## src/rtl/feedback_echo_delay_top_assert.svh

```systemverilog
// Assertion helpers shared by the echo delay RTL.
// Every macro samples on clk_i and is disabled while rst_ni is low.
`ifndef FEEDBACK_ECHO_DELAY_TOP_ASSERT_SVH
`define FEEDBACK_ECHO_DELAY_TOP_ASSERT_SVH

// Condition must never hold.
`define FED_ASSERT_NEVER(label, cond, msg) \
  label: assert property (@(posedge clk_i) disable iff (!rst_ni) !(cond)) else $error(msg);

// Antecedent implies consequent in the same cycle.
`define FED_ASSERT_IMPL(label, ante, cons, msg) \
  label: assert property (@(posedge clk_i) disable iff (!rst_ni) (ante) |-> (cons)) \
    else $error(msg);

// Antecedent implies consequent in the following cycle.
`define FED_ASSERT_NEXT(label, ante, cons, msg) \
  label: assert property (@(posedge clk_i) disable iff (!rst_ni) (ante) |=> (cons)) \
    else $error(msg);

`endif

```

## src/rtl/fed_pkg.sv

```systemverilog
`timescale 1ns / 1ps
// ----------------------------------------------------------------------------
// fed_pkg
// Shared types, register codes and constants of the feedback echo delay.
// ----------------------------------------------------------------------------
package fed_pkg;

  localparam int CHANNELS_DEF    = 2;
  localparam int MAX_DELAY_DEF   = 4096;
  localparam int SAMPLE_BITS_DEF = 16;

  localparam int CH_W       = 1;
  localparam int CFG_IDX_W  = 2;
  localparam int CFG_DATA_W = 16;
  localparam int DLEN_W     = 13;
  localparam int GAIN_W     = 16;
  localparam int GAIN_Q_W   = 17;

  localparam logic [CFG_IDX_W-1:0] REG_DELAY_LENGTH  = 2'd0;
  localparam logic [CFG_IDX_W-1:0] REG_FEEDBACK_GAIN = 2'd1;
  localparam logic [CFG_IDX_W-1:0] REG_WET_MIX       = 2'd2;

  localparam logic [DLEN_W-1:0]   DLEN_RESET = 13'd4096;
  localparam logic [GAIN_W-1:0]   GAIN_RESET = 16'd16384;
  localparam logic [GAIN_Q_W-1:0] UNITY_Q15  = 17'd32768;

  // Output queue depth; also the number of beats allowed in flight.
  localparam int OQ_DEPTH = 4;

  typedef struct packed {
    logic vld;  // beat accepted this cycle
    logic ok;   // channel is in range, state is touched
  } req_t;

  typedef struct packed {
    logic [GAIN_Q_W-1:0] fb;
    logic [GAIN_Q_W-1:0] wet;
    logic [GAIN_Q_W-1:0] dry;
  } gain_t;

  function automatic logic [GAIN_Q_W-1:0] clamp_gain(input logic [GAIN_W-1:0] g);
    return ({1'b0, g} > UNITY_Q15) ? UNITY_Q15 : {1'b0, g};
  endfunction

endpackage

```

## src/rtl/fed_out_queue.sv

```systemverilog
`timescale 1ns / 1ps
// ----------------------------------------------------------------------------
// fed_out_queue
// Small result queue that decouples the pipeline from the output handshake.
// ----------------------------------------------------------------------------
module fed_out_queue #(
  parameter int W     = 16,
  parameter int DEPTH = fed_pkg::OQ_DEPTH
) (
  input  logic         clk_i,
  input  logic         rst_ni,
  input  logic         push_i,
  input  logic [W-1:0] data_i,
  output logic         valid_o,
  input  logic         ready_i,
  output logic [W-1:0] data_o
);

  localparam int PTRW = (DEPTH > 1) ? $clog2(DEPTH) : 1;
  localparam int CNTW = $clog2(DEPTH + 1);

  logic [W-1:0]    slot_q [DEPTH];
  logic [PTRW-1:0] wr_ptr_q, wr_ptr_d, rd_ptr_q, rd_ptr_d;
  logic [CNTW-1:0] cnt_q, cnt_d;
  logic            pop;

  assign valid_o = (cnt_q != '0);
  assign data_o  = slot_q[rd_ptr_q];
  assign pop     = valid_o & ready_i;

  always_comb begin
    wr_ptr_d = wr_ptr_q;
    rd_ptr_d = rd_ptr_q;
    if (push_i) begin
      wr_ptr_d = (wr_ptr_q == PTRW'(DEPTH - 1)) ? '0 : wr_ptr_q + 1'b1;
    end
    if (pop) begin
      rd_ptr_d = (rd_ptr_q == PTRW'(DEPTH - 1)) ? '0 : rd_ptr_q + 1'b1;
    end
    cnt_d = cnt_q + CNTW'(push_i) - CNTW'(pop);
  end

  always_ff @(posedge clk_i or negedge rst_ni) begin
    if (!rst_ni) begin
      wr_ptr_q <= '0;
      rd_ptr_q <= '0;
      cnt_q    <= '0;
    end else begin
      wr_ptr_q <= wr_ptr_d;
      rd_ptr_q <= rd_ptr_d;
      cnt_q    <= cnt_d;
    end
  end

  always_ff @(posedge clk_i) begin
    if (push_i) begin
      slot_q[wr_ptr_q] <= data_i;
    end
  end

endmodule

```

## config.mk

```make
export PLATFORM = sky130hd
export DESIGN_NAME = fed_out_queue
export DESIGN_NICKNAME = d
export VERILOG_FILES = /design/src/rtl/feedback_echo_delay_top_assert.svh /design/src/rtl/fed_pkg.sv /design/src/rtl/fed_out_queue.sv
export SDC_FILE = /design/constraint.sdc
export NUM_CORES = 1
export LEC_CHECK = 0
export BUFFER_PORTS_ARGS = -buffer_cell sky130_fd_sc_hd__clkbuf_2
export CAP_MARGIN = 20
export CORE_MARGIN = 4
export CORE_UTILIZATION = 35
export CTS_BUF_LIST = sky130_fd_sc_hd__clkbuf_8
export DETAILED_ROUTE_END_ITERATION = 10
export GPL_TIMING_DRIVEN = 0
export RECOVER_POWER = 100
export SYNTH_ARGS = -nofsm -noshare
export SYNTH_HDL_FRONTEND = slang
export SYNTH_SLANG_ARGS = --single-unit
```

## constraint.sdc

```tcl
create_clock -name clk_i -period 3.9 [get_ports clk_i]
set_input_delay 0.39 -clock clk_i [delete_from_list [all_inputs] [get_ports clk_i]]
set_output_delay 0.39 -clock clk_i [all_outputs]
set_load 0.1 [all_outputs]
```

# Word-level counts from Yosys, hierarchy flattened
# Memories as Yosys holds them, arrays and structs flattened.
# Index checks and enable logic that the tools add are counted.
# totals
reg_bits,7
ram_bits,64
in_bits,20
out_inout_bits,17
wordCells,16
n_memories,1
# memory_table
memory,depth,width,read_ports,rd_ports_with_merged_regs,write_ports,line,rtl
slot_q,4,16,1,0,1,fed_out_queue.sv:22,logic [W-1:0] slot_q [DEPTH];
# classes
add_sub_neg,4
eq_ne,2
mux,4
bitwise,1
n_reduce_logical,1
# op_table
op,count
"adder 2 x 1 -> 2 bit, second input constant",2
"== test 2 bit, second input constant",2
2-to-1 mux 2 bit,2
adder 3 x 1 -> 3 bit,1
nonzero test 3 bit,1
subtractor 3 x 1 -> 3 bit,1
2-to-1 mux 1 bit,2
bitwise AND 1 bit,1

# Logic depth before layout (Yosys ltp)
# depth
ltp_word,3
depth_mapped,9
mapped_depth_nobuf,9

# Worst setup path after synthesis
# Ideal clock, no wire load.
# synth_timing
kind,reg-to-reg
startpoint,register cnt_q[1]
endpoint,register cnt_q[2]
setup_time_ps,123
arrival_ps,1952
required_time_ps,3777
setup_slack_ps,1826
stages_incl_launch_ff,10
n_path_buf,0
synth_period_minus_slack_ps,2074
path_cell_list,dfrtp_1 > o31ai_1 > inv_1 > ha_1 > inv_1 > ha_1 > inv_1 > fa_1 > xnor2_1 > xnor2_1
# synth_between
elab_chain_len,3
elab_cells_between_ends,4
cone_classes,add/sub (2); bitwise (1); reduce/logical (1)
# synth_rtl
element,line,rtl
"start, declared",fed_out_queue.sv:24,"logic [CNTW-1:0] cnt_q, cnt_d;"
"start signal, assigned",fed_out_queue.sv:51,cnt_q <= cnt_d;
nonzero test 3 bit,fed_out_queue.sv:27,assign valid_o = (cnt_q != '0);
bitwise AND 1 bit,fed_out_queue.sv:29,assign pop = valid_o & ready_i;
net pop,fed_out_queue.sv:25,logic pop;
subtractor 3 x 1 -> 3 bit,fed_out_queue.sv:40,cnt_d = cnt_q + CNTW'(push_i) - CNTW'(pop);
net cnt_d[2],fed_out_queue.sv:24,
# The timed path passes the listed nets, and every way through them passes these cells.
# A chain may end at the register's enable or synchronous reset.

# Worst setup path in the final report
# layout_timing
startpoint,register rd_ptr_q[1]
endpoint,output data_o[14]
# layout_between
elab_chain_len,1
# layout_rtl
element,line,rtl
"start, declared",fed_out_queue.sv:23,"logic [PTRW-1:0] wr_ptr_q, wr_ptr_d, rd_ptr_q, rd_ptr_d;"
"start signal, assigned",fed_out_queue.sv:50,rd_ptr_q <= rd_ptr_d;
memory (4 x 16 bit),n/a,
"end, declared",fed_out_queue.sv:16,output logic [W-1:0] data_o
# Every way passes these cells.

==> tab_implementation.tex <==
\begin{tabular}{lr}
\hline
Metric & Value \\
\hline
\multicolumn{2}{l}{\textbf{Status}} \\
\quad Run status & complete, no violations \\
\multicolumn{2}{l}{\textbf{Finish}} \\
\quad Post-layout nets & 197 \\
\quad Commonest non-fill, non-tap cell in the layout & sky130\_fd\_sc\_hd\_\_edfxtp\_1 \\
\quad Storage element area & about 2100 sq um \\
\quad Final antenna diode count & 0 \\
\quad Multi-input gate area & 603 sq um \\
\quad Top library cells by usage in the layout, fill and taps aside & 64 x sky130\_fd\_sc\_hd\_\_edfxtp\_1, 34 x sky130\_fd\_sc\_hd\_\_clkbuf\_1, 9 x sky130\_fd\_sc\_hd\_\_clkbuf\_8 \\
\quad Growth of design area from synthesis to finish & 19.0\% \\
\quad Total of fill cells in the finished design & around 670 \\
\quad Layout cell share with drive strength beyond 1 & 0.184 \\
\multicolumn{2}{l}{\textbf{Clock tree}} \\
\quad Max Root-Sink Buffers & 2 \\
\quad TritonCTS clock tree & built \\
\quad Number of buffers inserted during clock tree synthesis & 9 \\
\quad Clock latency at the later pin of the worst-skew pair & around 350 ps \\
\quad Post-CTS clock slew at the launch and capture registers of the worst setup and hold paths & roughly 80 ps \\
\quad Clock sinks & between 70 and 80 \\
\quad H-tree Lvls & 3 \\
\quad CTS Root Cell & sky130\_fd\_sc\_hd\_\_clkbuf\_8 \\
\quad Count of instances resized after the clock tree is built & 0 \\
\quad Number of buffers added for setup after CTS & 0 \\
\multicolumn{2}{l}{\textbf{Drt}} \\
\quad Total Wirelength & $\sim$4.6 mm \\
\quad Number of routed nets with antenna violations & 0 \\
\quad Initial drt markers & 40 \\
\quad Number of detailed-routing iterations run before antenna repair & 6 \\
\quad Via-per-instance ratio & 4.70 \\
\quad Post-DR wirelength/cell & 16.8 um \\
\quad Count of vias placed by the detailed router & 1,297 \\
\quad Detailed-route DRC error count & 0 \\
\multicolumn{2}{l}{\textbf{Worst setup path}} \\
\quad Crit path buf inv count & 3 \\
\quad Gate family responsible for the most delay along the worst path & buffers and inverters \\
\quad Critical path endpoint category & output pin \\
\quad Worst setup path category & reg2out \\
\quad Data arrival time of the critical path & 2350 ps \\
\quad Biggest fanout along the worst timing path & 10 \\
\quad Critical path startpoint category & flip-flop \\
\quad Largest stage delay on the critical path & between 800 and 900 ps \\
\quad Crit path required time & around 3500 ps \\
\quad Cell mode on critical path & sky130\_fd\_sc\_hd\_\_buf\_2 \\
\quad Ordered cell list for the critical path & buf\_2 > buf\_2 > mux4\_2 > clkbuf\_1 \\
\quad Max stage delay cell, worst path & sky130\_fd\_sc\_hd\_\_clkbuf\_1 \\
\multicolumn{2}{l}{\textbf{Timing}} \\
\quad Final worst clock skew & around 5.8 ps \\
\quad Fmax achieved & around 370 MHz \\
\quad Final-report hold violation count & 0 \\
\quad Setup violations, final & 0 \\
\quad Total Negative Setup Slacks & 0 ps \\
\quad Final worst path period need & approximately 2700 ps \\
\quad Remaining max-slew budget at the tightest pin & 0.182 \\
\quad Unrepaired setup endpoints after global routing & no \\
\quad Worst-margin pin slew & around 1200 ps \\
\quad Max-slew violation count & 0 \\
\quad Period utilization & 0.702 \\
\multicolumn{2}{l}{\textbf{GRT}} \\
\quad Initial antenna violation count & 0 \\
\quad Total routing usage reported by global routing & 0.104 \\
\quad Remaining global-route overflow & 0 \\
\quad Vias in the first global route & roughly 1,400 \\
\quad Maximum number of pins on one net before global-route repair & 17 \\
\quad Global-route wire length before repair & between 7 and 8 mm \\
\multicolumn{2}{l}{\textbf{Floorplanning}} \\
\quad Starting density of the core & 0.358 \\
\quad Core Area & $\sim$7700 sq um \\
\quad FP Rows & 32 \\
\quad Y dimension of the die & about 97 um \\
\quad I/O Pins & 37 \\
\quad Die outline area & between 9000 and 10,000 sq um \\
\quad Die boundary width & 96.9 um \\
\multicolumn{2}{l}{\textbf{Yosys}} \\
\quad Total standard cell area after synthesis & $\sim$2800 sq um \\
\quad Number of warnings printed during yosys synthesis & 0 \\
\quad Synthesized instance count & roughly 120 \\
\quad Part of the Yosys area used for sequential elements & 0.758 \\
\quad Register bit total from synthesis & 71 \\
\quad Mean Syn Cell Area & 22.9 sq um \\
\quad Yosys cell types & 19 \\
\quad Synth Net Count & roughly 150 \\
\multicolumn{2}{l}{\textbf{Hold path}} \\
\quad Min-Delay Path Class & in2reg \\
\multicolumn{2}{l}{\textbf{Job}} \\
\quad Max-cap violations & 0 \\
\multicolumn{2}{l}{\textbf{Place}} \\
\quad Post-detail-place hpwl & $\sim$3.1 mm \\
\quad Number of buffers inserted by port buffering & 36 \\
\quad Global placer's final weighted congestion & 0.654 \\
\hline
\end{tabular}
[worst reg2reg max path, delay by kind of cell (launching register included)]
kind / cells / cell delay [ps]
compound gates: 1 / 560
xor+xnor: 2 / 350
fa+ha+maj: 3 / 830
buf+inv: 3 / 240
flops: 1 / 450
[per-layer routing]
layer	up-vias	part of all wire	track usage
li1	588	-	-
met5	-	0	0
met1	664	0.38	0.107
met4	0	0.021	0.0486
met3	12	0.051	0.0368
met2	33	0.55	0.187
[layout make-up]
cell class | count | share of cell area
multi-input combinational | 39 | 0.183
tap | 102 | 0.0387
sequential | 71 | 0.637
inverter | 7 | 0.00798
clock inverter | 7 | 0.0387
clock buffer | 9 | 0.0376
buffer | 4 | 0.0125
timing repair buffer | 37 | 0.0448
[synth_stat cells, drive strengths merged]
master / n / share of area
edfxtp: 64 / 0.69
mux4: 16 / 0.14
dfrtp: 7 / 0.063
ha: 7 / 0.032
inv: 7 / 0.0095
and2: 4 / 0.0090
buf: 4 / 0.015
mux2: 2 / 0.0081
o21ai: 2 / 0.0036
xnor2: 2 / 0.0063
fa: 1 / 0.0072
nand2: 1 / 0.0014
nor2: 1 / 0.0014
o31ai: 1 / 0.0027
or3: 1 / 0.0023
or3b: 1 / 0.0032
[state kept, by name (all words and copies together), names as in the netlist]
signal and flops:
cnt_q 3, wr_ptr_q 2, rd_ptr_q 2, slot_q 64
[per-stage QoR]
step                      std cells  utilization  hold WS, ps  instance area [sq um]  worst slack, ps
after detailed placement        259        0.398          246                   3080             1420
final                           276        0.426          305                   3290             1160
after CTS                       276        0.432          242                   3340             1400
after floorplan                 121            -         94.4                   2770             1830
after global routing            276        0.426          317                   3290             1060
after global placement          259        0.398          232                   3080             1680
[kinds of logic after synthesis]
logic type	share of synthesized area
adders and majority gates	0.0389
and+or+nand+nor	0.0172
buffers and inverters	0.0244
DFF	0.758
muxes	0.149
AOI/OAI and AO/OA	0.00633
xor gates and xnor gates	0.00633
[worst paths after layout]
path	startpoint	to	depth (start not counted)	slack, ps
max reg2reg	cnt_q[1]	cnt_q[2]	9	1410
min in group asynchronous	rst_ni	rd_ptr_q[1]	2	490
min	data_i[6]	slot_q[3][6]	1	300
max	rd_ptr_q[1]	data_o[14]	4	1160
min reg2reg	cnt_q[2]	cnt_q[2]	1	540
max in group asynchronous	rst_ni	rd_ptr_q[0]	2	3120
[what timing repair did]
action / 4_1_cts / 5_1_grt
hold endpoints to repair: 7 / 0
endpoints found under the setup margin: 0 / 0
hold buffers: 1 / 0
Power is left out: the tool's default activity adds up to more than one toggle a clock period on the data nets, which glitch-free logic cannot reach.
